===== src/sv/baro_temp_pressure_compensation_top_assert.svh =====
// assertion macros for the compensation block
`ifndef BARO_TEMP_PRESSURE_COMPENSATION_TOP_ASSERT_SVH
`define BARO_TEMP_PRESSURE_COMPENSATION_TOP_ASSERT_SVH

// condition holds at every edge out of reset
`define BTPC_ASSERT_NOW(lbl, cond, msg) \
  lbl: assert property (@(posedge clk_i) disable iff (!rst_ni) (cond)) else $error(msg);

// antecedent now implies consequent at the next edge
`define BTPC_ASSERT_NEXT(lbl, ante, cons, msg) \
  lbl: assert property (@(posedge clk_i) disable iff (!rst_ni) (ante) |=> (cons)) \
    else $error(msg);

`endif


===== src/sv/btpc_pkg.sv =====
// types, constants and calibration unpacking for the compensation block
`timescale 1ns / 1ps
package btpc_pkg;

  localparam int unsigned MulLat   = 4;
  localparam int unsigned TempLat  = 2 * MulLat + 3;
  localparam int unsigned PressLat = 4 * MulLat + 5;

  typedef enum logic [2:0] {
    CFG_CALIB_LOW     = 3'd0,
    CFG_CALIB_MID     = 3'd1,
    CFG_CALIB_HIGH    = 3'd2,
    CFG_TEMP_FLOOR    = 3'd3,
    CFG_TEMP_CEILING  = 3'd4,
    CFG_PRESS_FLOOR   = 3'd5,
    CFG_PRESS_CEILING = 3'd6
  } cfg_reg_e;

  typedef enum logic [1:0] {
    MODE_NONE  = 2'd0,
    MODE_TEMP  = 2'd1,
    MODE_PRESS = 2'd2,
    MODE_BOTH  = 2'd3
  } mode_e;

  typedef struct packed {
    logic [1:0]  mode;
    logic [23:0] raw_pressure;
    logic [23:0] raw_temperature;
  } in_word_t;

  typedef struct packed {
    logic signed [15:0] temperature_out;
    logic [22:0]        pressure_out;
  } out_word_t;

  typedef struct packed {
    logic [15:0]        u0;
    logic [15:0]        u2;
    logic signed [7:0]  s4;
    logic signed [16:0] p1;
    logic signed [16:0] p2;
    logic signed [7:0]  p3;
    logic signed [7:0]  p4;
    logic [15:0]        p5;
    logic [15:0]        p6;
    logic signed [7:0]  p7;
    logic signed [7:0]  p8;
    logic signed [15:0] p9;
    logic signed [7:0]  p10;
    logic signed [7:0]  p11;
  } coef_t;

  function automatic coef_t calib_unpack(input logic [63:0] lo, input logic [63:0] mid,
                                         input logic [39:0] hi);
    coef_t c;
    c.u0  = lo[15:0];
    c.u2  = lo[31:16];
    c.s4  = signed'(lo[39:32]);
    c.p1  = 17'(signed'(lo[55:40])) - 17'sd16384;
    c.p2  = 17'(signed'({mid[7:0], lo[63:56]})) - 17'sd16384;
    c.p3  = signed'(mid[15:8]);
    c.p4  = signed'(mid[23:16]);
    c.p5  = mid[39:24];
    c.p6  = mid[55:40];
    c.p7  = signed'(mid[63:56]);
    c.p8  = signed'(hi[7:0]);
    c.p9  = signed'(hi[23:8]);
    c.p10 = signed'(hi[31:24]);
    c.p11 = signed'(hi[39:32]);
    return c;
  endfunction

endpackage


===== src/sv/btpc_delay.sv =====
// shift line that keeps side data aligned with the multiplier stages
`timescale 1ns / 1ps
module btpc_delay #(
  parameter int unsigned W = 1,
  parameter int unsigned N = 1
) (
  input  logic         clk_i,
  input  logic         en_i,
  input  logic [W-1:0] d_i,
  output logic [W-1:0] q_o
);

  logic [W-1:0] sr_q [N];

  always_ff @(posedge clk_i) begin
    if (en_i) begin
      sr_q[0] <= d_i;
      for (int k = 1; k < N; k++) begin
        sr_q[k] <= sr_q[k-1];
      end
    end
  end

  assign q_o = sr_q[N-1];

endmodule


===== src/sv/btpc_mul.sv =====
// four-stage signed multiplier built from registered 32x32 partial products
`timescale 1ns / 1ps
module btpc_mul #(
  parameter int unsigned WA = 32,
  parameter int unsigned WB = 32
) (
  input  logic                    clk_i,
  input  logic                    en_i,
  input  logic signed [WA-1:0]    a_i,
  input  logic signed [WB-1:0]    b_i,
  output logic signed [WA+WB-1:0] p_o
);

  localparam int unsigned LA  = (WA + 31) / 32;
  localparam int unsigned LB  = (WB + 31) / 32;
  localparam int unsigned WMA = LA * 32;
  localparam int unsigned WMB = LB * 32;
  localparam int unsigned WP  = WA + WB;
  localparam int unsigned WS  = (LA + LB) * 32;

  logic [WA-1:0]  abs_a;
  logic [WB-1:0]  abs_b;
  logic [WMA-1:0] ma_q;
  logic [WMB-1:0] mb_q;
  logic           neg1_q, neg2_q, neg3_q;
  logic [63:0]    pp_d [LA*LB];
  logic [63:0]    pp_q [LA*LB];
  logic [WS-1:0]  acc;
  logic [WP-1:0]  mag_q;
  logic signed [WP-1:0] p_q;

  assign abs_a = a_i[WA-1] ? WA'(~a_i + 1'b1) : a_i;
  assign abs_b = b_i[WB-1] ? WB'(~b_i + 1'b1) : b_i;

  always_comb begin
    for (int i = 0; i < LA; i++) begin
      for (int j = 0; j < LB; j++) begin
        pp_d[i*LB+j] = 64'(ma_q[32*i +: 32]) * 64'(mb_q[32*j +: 32]);
      end
    end
  end

  always_comb begin
    acc = '0;
    for (int i = 0; i < LA; i++) begin
      for (int j = 0; j < LB; j++) begin
        acc = acc + (WS'(pp_q[i*LB+j]) << (32 * (i + j)));
      end
    end
  end

  always_ff @(posedge clk_i) begin
    if (en_i) begin
      ma_q   <= WMA'(abs_a);
      mb_q   <= WMB'(abs_b);
      neg1_q <= a_i[WA-1] ^ b_i[WB-1];
      pp_q   <= pp_d;
      neg2_q <= neg1_q;
      mag_q  <= acc[WP-1:0];
      neg3_q <= neg2_q;
      p_q    <= neg3_q ? WP'(~mag_q + 1'b1) : mag_q;
    end
  end

  assign p_o = p_q;

endmodule


===== src/sv/btpc_temp.sv =====
// quadratic temperature linearisation and clamp
`timescale 1ns / 1ps
module btpc_temp (
  input  logic                clk_i,
  input  logic                rst_ni,
  input  logic                en_i,
  input  logic                valid_i,
  input  logic [23:0]         raw_temperature_i,
  input  btpc_pkg::coef_t     coef_i,
  input  logic signed [15:0]  temp_floor_i,
  input  logic signed [15:0]  temp_ceiling_i,
  output logic                valid_o,
  output logic signed [55:0]  t_o
);
  import btpc_pkg::*;

  logic [TempLat-1:0]  v_q;
  logic signed [24:0]  d_q;
  logic signed [24:0]  d_dly;
  logic signed [32:0]  ds4;
  logic signed [35:0]  inner_q;
  logic signed [60:0]  tl;
  logic signed [60:0]  lo, hi, t1, t2;
  logic signed [55:0]  t_q;

  always_ff @(posedge clk_i or negedge rst_ni) begin
    if (!rst_ni) begin
      v_q <= '0;
    end else if (en_i) begin
      v_q <= {v_q[TempLat-2:0], valid_i};
    end
  end

  btpc_mul #(.WA(25), .WB(8)) u_mul_ds4 (
    .clk_i, .en_i, .a_i(d_q), .b_i(signed'(coef_i.s4)), .p_o(ds4)
  );

  btpc_delay #(.W(25), .N(MulLat + 1)) u_dly_d (
    .clk_i, .en_i, .d_i(d_q), .q_o(d_dly)
  );

  btpc_mul #(.WA(25), .WB(36)) u_mul_tl (
    .clk_i, .en_i, .a_i(d_dly), .b_i(inner_q), .p_o(tl)
  );

  assign lo = 61'(signed'({temp_floor_i, 40'b0}));
  assign hi = 61'(signed'({temp_ceiling_i, 40'b0}));
  assign t1 = (tl < lo) ? lo : tl;
  assign t2 = (t1 > hi) ? hi : t1;

  always_ff @(posedge clk_i) begin
    if (en_i) begin
      d_q     <= signed'({1'b0, raw_temperature_i}) - signed'({1'b0, coef_i.u0, 8'b0});
      inner_q <= signed'({2'b0, coef_i.u2, 18'b0}) + 36'(ds4);
      t_q     <= t2[55:0];
    end
  end

  assign valid_o = v_q[TempLat-1];
  assign t_o     = t_q;

endmodule


===== config.mk =====
export PLATFORM = sky130hd
export DESIGN_NAME = btpc_temp
export DESIGN_NICKNAME = d
export VERILOG_FILES = /design/src/sv/baro_temp_pressure_compensation_top_assert.svh /design/src/sv/btpc_pkg.sv /design/src/sv/btpc_delay.sv /design/src/sv/btpc_mul.sv /design/src/sv/btpc_temp.sv
export SDC_FILE = /design/constraint.sdc
export NUM_CORES = 2
export LEC_CHECK = 0
export ABC_AREA = 0
export BUFFER_PORTS_ARGS = -buffer_cell sky130_fd_sc_hd__buf_2
export CORE_MARGIN = 4
export CORE_UTILIZATION = 56
export DETAILED_ROUTE_END_ITERATION = 12
export PLACE_DENSITY = 0.71
export RECOVER_POWER = 25
export SYNTH_ARGS = -nofsm -noshare
export SYNTH_HDL_FRONTEND = slang
export SYNTH_SLANG_ARGS = --single-unit

===== constraint.sdc =====
create_clock -name clk_i -period 11.7 [get_ports clk_i]
set_input_delay 0.585 -clock clk_i [delete_from_list [all_inputs] [get_ports clk_i]]
set_output_delay 0.585 -clock clk_i [all_outputs]
set_load 0.005 [all_outputs]

* Yosys cells after proc, flatten, opt, wreduce, memory -nomap -nowiden
Memory sizes are Yosys's and may differ from the RTL's.
Index checks and enable logic that the tools add are counted.
** Operators by class
- $add $sub $neg :: 9
- Bitwise operators :: 8
- Muxes and demuxes :: 10
- $lt $le $gt $ge :: 2
- Multipliers :: 3
** Operators by type and width (number)
- $mux W61 :: 2
- $add A57 B61 Y61 :: 1
- $add A61 B1 Y61 const B :: 1
- $gt A61 B56 Y1 :: 1
- $lt A61 B56 Y1 :: 1
- $not A61 Y61 :: 1
- $mul A25 B32 Y57 :: 1
- $mux W56 :: 1
- $add A25 B1 Y25 const B :: 2
- $not A25 Y25 :: 2
- $mux W24 :: 2
- $add A35 B33 Y36 :: 1
- $add A36 B1 Y36 const B :: 1
- $not A36 Y36 :: 1
- $mux W35 :: 1
- $add A33 B1 Y33 const B :: 1
- $mul A25 B8 Y33 :: 1
- $mux W33 :: 1
- $not A33 Y33 :: 1
- $mul A25 B4 Y29 :: 1
- $sub A24 B24 Y25 :: 1
- $add A8 B1 Y8 const B :: 1
- $not A8 Y8 :: 1
- $mux W7 :: 1
- 2 further kinds :: 4
** Storage, ports and cells
- RAM bits :: 125
- Flip-flop bits (word level) :: 535
- Memories :: 1
- Input port bits :: 230
- Logic and storage cells :: 59
- Output and inout bits :: 57
** Memories
- u_dly_d.sr_q :: depth 5, bits a word 25, read ports 5, clocked after memory_dff 0, wr ports 5, RTL line btpc_delay.sv:13 : logic [W-1:0] sr_q [N];

* Logic depth before layout (Yosys ltp)
- Word-level depth :: 4
- Depth in mapped cells :: 28
- Depth with buffers taken out :: 26

* Hierarchy
A second synthesis with hierarchy kept.
** Second synthesis, totals
- Cells, all modules :: 5991
- Area, all modules :: 63727.4 um^2
** By module, submodules not included
- btpc_mul (u_mul_tl) :: area an instance 40881.7 um^2, cells each 4180, seq. area each 8167.8 um^2, times used 1
- btpc_mul (u_mul_ds4) :: area an instance 11673.7 um^2, cells each 1071, seq. area each 4053.9 um^2, times used 1
- btpc_temp :: area an instance 7230.7 um^2, cells each 590, seq. area each 3788.6 um^2, times used 1
- btpc_delay :: area an instance 3941.3 um^2, cells each 150, seq. area each 3753.6 um^2, times used 1

* Worst setup path after synthesis
No wires, ideal clock.
- Kind :: register -> register
- Start :: reg u_mul_tl.ma_q[4]
- End :: reg u_mul_tl.pp_q[118] (netlist name), data pin
- Arrival :: 7.214 ns
- Buffers on the path :: 2
- Data required time :: 11.416 ns
- Slack :: 4.202 ns
- Clock period less this slack :: 7.498 ns
- Setup time :: 0.284 ns
- Stages on the path, launching flop included :: 27
- Cell sequence :: edfxtp_1 -> clkbuf_1 -> clkbuf_1 -> nand2_1 -> fa_1 -> inv_1 -> fa_1 -> inv_1 -> fa_1 -> inv_1 -> fa_1 -> fa_1 -> fa_1 -> inv_1 -> fa_1 -> inv_1 -> ha_1 -> and3_1 -> nand3_1 -> or3_1 -> nand2b_1 -> o221a_2 -> o41ai_2 -> a2111oi_0 -> o31a_1 -> nor4_1 -> a311oi_1
** RTL lines
- from (decl) :: RTL line btpc_mul.sv:23 : logic [WMA-1:0] ma_q;
- from (signal assigned) :: RTL line btpc_mul.sv:54 : ma_q <= WMA'(abs_a);
- to (signal assigned) :: RTL line btpc_mul.sv:57 : pp_q <= pp_d;
- to (decl) :: RTL line btpc_mul.sv:27 : logic [63:0] pp_q [LA*LB];

==> out/qor.yml <==
cts:
  worst_skew_pair.late_latency_ps: 630
  cts_buffers: 71
  cts_tree: "yes"
  cts_root_buf: "clkbuf_16"
  cts.sinks: 659
  cts.htree.levels: 3
  clockBufferDepth: 3
  path_clk_slew_ps: 60
sta:
  fmax_ghz: 0.112
  finalSetupViolations: 0
  worst_pin_slew_ps: 4580
  maxSlewViolCount: 221
  finalSetupTns_ps: 0
  rsz0062_at_grt: "false"
  fin_worst_skew_ps: 19.8
  setup_ws_ps: 2780
  max_slew_margin: -2.06
  period_minus_slack_ps: 8920
  fin_crit_sh: 0.762
  hold_viol_final: 0
placement:
  gp_congestion: 0.884
  hpwl_microns: 98000
  dp_slack_ps: 2940
  post_dp_cell_area_sq_um: 64600
  placed_cells: 7265
  io_buffers: 156
synthesis:
  yosys_warnings: 0
  avgSynthCellArea_sq_um: 10.8
  synth_area_sq_um: 62300
  synth_top_family_by_area: "adder cells"
  synth_compound_area_frac: 0.0597
  synth.distinct_cells: 74
  syn_nets: 7268
  synth_cells: 5781
  muxShareOfSynthArea: 0.00787
  synthArstFlopShare: 0.0167
  yosys_most_used_dff: "edfxtp_1"
  synthAdderAreaFrac: 0.358
  synth-simple-area-share: 0.137
  synth_xor_area_frac: 0.0457
  synth.yosys.seq_area_share: 0.317
  synth_edf_count: 648
  synth-seq-cells: 659
worst_setup_path:
  worstPathCellList: "buf_4 > and2_1 > fa_1 > fa_1 > inv_1 > fa_1 > fa_1 > inv_1 > fa_1 > fa_1 > inv_1 > fa_1 > inv_1 > ha_1 > and4_1 > nand3_1 > or3_1 > nand2b_1 > o221a_2 > o41ai_2 > a2111oi_0 > o31a_1 > nor4_1 > a311oi_1"
  crit_required_ps: 12030
  critPathKind: "flop to flop"
  startpoint_type: "flop"
  critPathSlowestCell: "edfxtp_1"
  r2r_end: "u_mul_tl.pp_q[118]"
  crit_arrival_ps: 9250
  cp_top_family: "adder cells"
  r2r_start: "u_mul_tl.ma_q[1]"
  worstRegToRegCells: 24
  path_common_cell: "fa_1"
  worst-path-max-fanout: 20
  critPathMaxStageDelay_ps: 1090
  cp-end-kind: "flop"
  crit_buf_inv: 5
  rrSetupSlack_ps: 2780
layout:
  layout_commonest_cell: "inv_1"
  final_layout_size_suffix_gt1_frac: 0.0674
  final_cell_area_sq_um: 67000
  fillers: 8941
  num-nets-final: 7338
  area_delta_synth_final_pct: 7.52
  stdcell_count: 7400
  layout_common_cells: "inv_1 (1026), fa_1 (874), nand2_1 (710), edfxtp_1 (648), and2_1 (576)"
floorplan:
  die_w_microns: 342
  die_h_microns: 342
  ios: 287
  num_rows: 122
  core_area_sq_um: 111000
  dieArea_sq_um: 117000
  initial_utilization: 0.564
routing:
  drc: 0
  vias: 40600
  drt_iter0_drc: 2641
  wl_per_cell_microns: 18.3
  post_drt_via_cell_ratio: 5.49
  first_pass_iters: 5
  routed_wl_microns: 135000
  ant_nets: 0
min_path:
  hold_path_depth: 1
  hold_path.class: "input pin to flop"
  hold_start: "raw_temperature_i[0]"
  holdPathEnd: "d_q[0]"
run_status:
  outcome: "finished, violations left"
  failed_checks: "max-capacitance violations, max-slew violations"
global_routing:
  grt_max_degree: 198
  grtUsageTotal: 0.239
  grt_pass1_wl_microns: 220000
  antenna_found_initial: 3
  grt_pass1_vias: 42900
  gr-total-overflow: 0
flow_run:
  maxCapViolCount: 4
through the flow:
step                utilization  hold WS [ps]
global placement          0.585           400
global route              0.606          74.6
finish                    0.606           113
floorplan                     -           289
CTS                       0.606          61.4
detailed placement        0.585           405
cell usage after synthesis, types with 40 or more instances:
cell type / instances / area, sq um
a21o_1: 73 / 548
a21oi_1: 123 / 616
and2_1: 576 / 3600
clkbuf_1: 219 / 822
edfxtp_1: 648 / 19500
fa_1: 874 / 17500
ha_1: 383 / 4790
inv_1: 1026 / 3850
mux2_2: 40 / 450
nand2_1: 710 / 2670
nor2_1: 117 / 439
nor3_1: 43 / 215
o21ai_0: 132 / 661
o31ai_1: 54 / 405
xnor2_1: 275 / 2410
xor2_1: 50 / 438
worst max path at each step:
| stage | cells past startpoint | start | slack [ps] | to |
|---|---|---|---|---|
| final | 24 | u_mul_tl.ma_q[1] | 2780 | u_mul_tl.pp_q[118] |
| after global routing | 24 | u_mul_tl.ma_q[1] | 2580 | u_mul_tl.pp_q[118] |
| after CTS | 24 | u_mul_tl.ma_q[1] | 2910 | u_mul_tl.pp_q[118] |
| after detailed placement | 24 | u_mul_tl.ma_q[1] | 2940 | u_mul_tl.pp_q[118] |
| after global placement | 24 | u_mul_tl.ma_q[1] | 3030 | u_mul_tl.pp_q[118] |
| after floorplan | 26 | u_mul_tl.ma_q[4] | 4200 | u_mul_tl.pp_q[118] |
area by class of cell:
| cell class | instances | area, sq um | share of cell area |
|---|---|---|---|
| antenna | 3 | 7.51 | 0.000112 |
| clock buffer | 83 | 1860 | 0.0278 |
| clock inverter | 48 | 526 | 0.00785 |
| multi-input combinational | 3872 | 37900 | 0.565 |
| timing repair buffer | 221 | 1260 | 0.0189 |
| sequential | 659 | 19700 | 0.295 |
| inverter | 1026 | 3850 | 0.0575 |
| tap | 1488 | 1860 | 0.0278 |
cells by family (layout without fill, tap and decap cells):
family | Yosys count | after routing
and+or+nand+nor | 1685 | 1685
adders and majority gates | 1257 | 1257
buffers and inverters | 1250 | 1378
DFF | 659 | 659
AOI/OAI and AO/OA | 561 | 561
xor gates and xnor gates | 325 | 325
muxes | 44 | 44
other | 0 | 3
timing repair:
item,4_1_cts,5_1_grt
hold endpoints to repair,11,0
hold buffers,1,0
buffers inserted,0,0
resized for setup,0,0
registers in the layout, summed over array words and instances (netlist names), 8 cells and up:
register	cells
d_q	25
inner_q	36
t_o	56
u_dly_d.sr_q	124
u_mul_ds4.ma_q	25
u_mul_ds4.mag_q	33
u_mul_ds4.mb_q	8
u_mul_ds4.p_o	33
u_mul_ds4.pp_q	33
u_mul_tl.ma_q	25
u_mul_tl.mag_q	61
u_mul_tl.mb_q	36
u_mul_tl.p_o	61
u_mul_tl.pp_q	86
v_q	11
layer usage:
layer	routed length, microns	global-route usage	part of all wire	up-vias
li1	-	-	-	18600
met1	52400	0.292	0.39	20300
met2	67300	0.419	0.50	1368
met3	9970	0.0442	0.074	325
met4	5670	0.0959	0.042	2
met5	13	0	0.000096	-
Power is left out: the tool's default activity adds up to more than one toggle a clock period on the data nets, which glitch-free logic cannot reach.
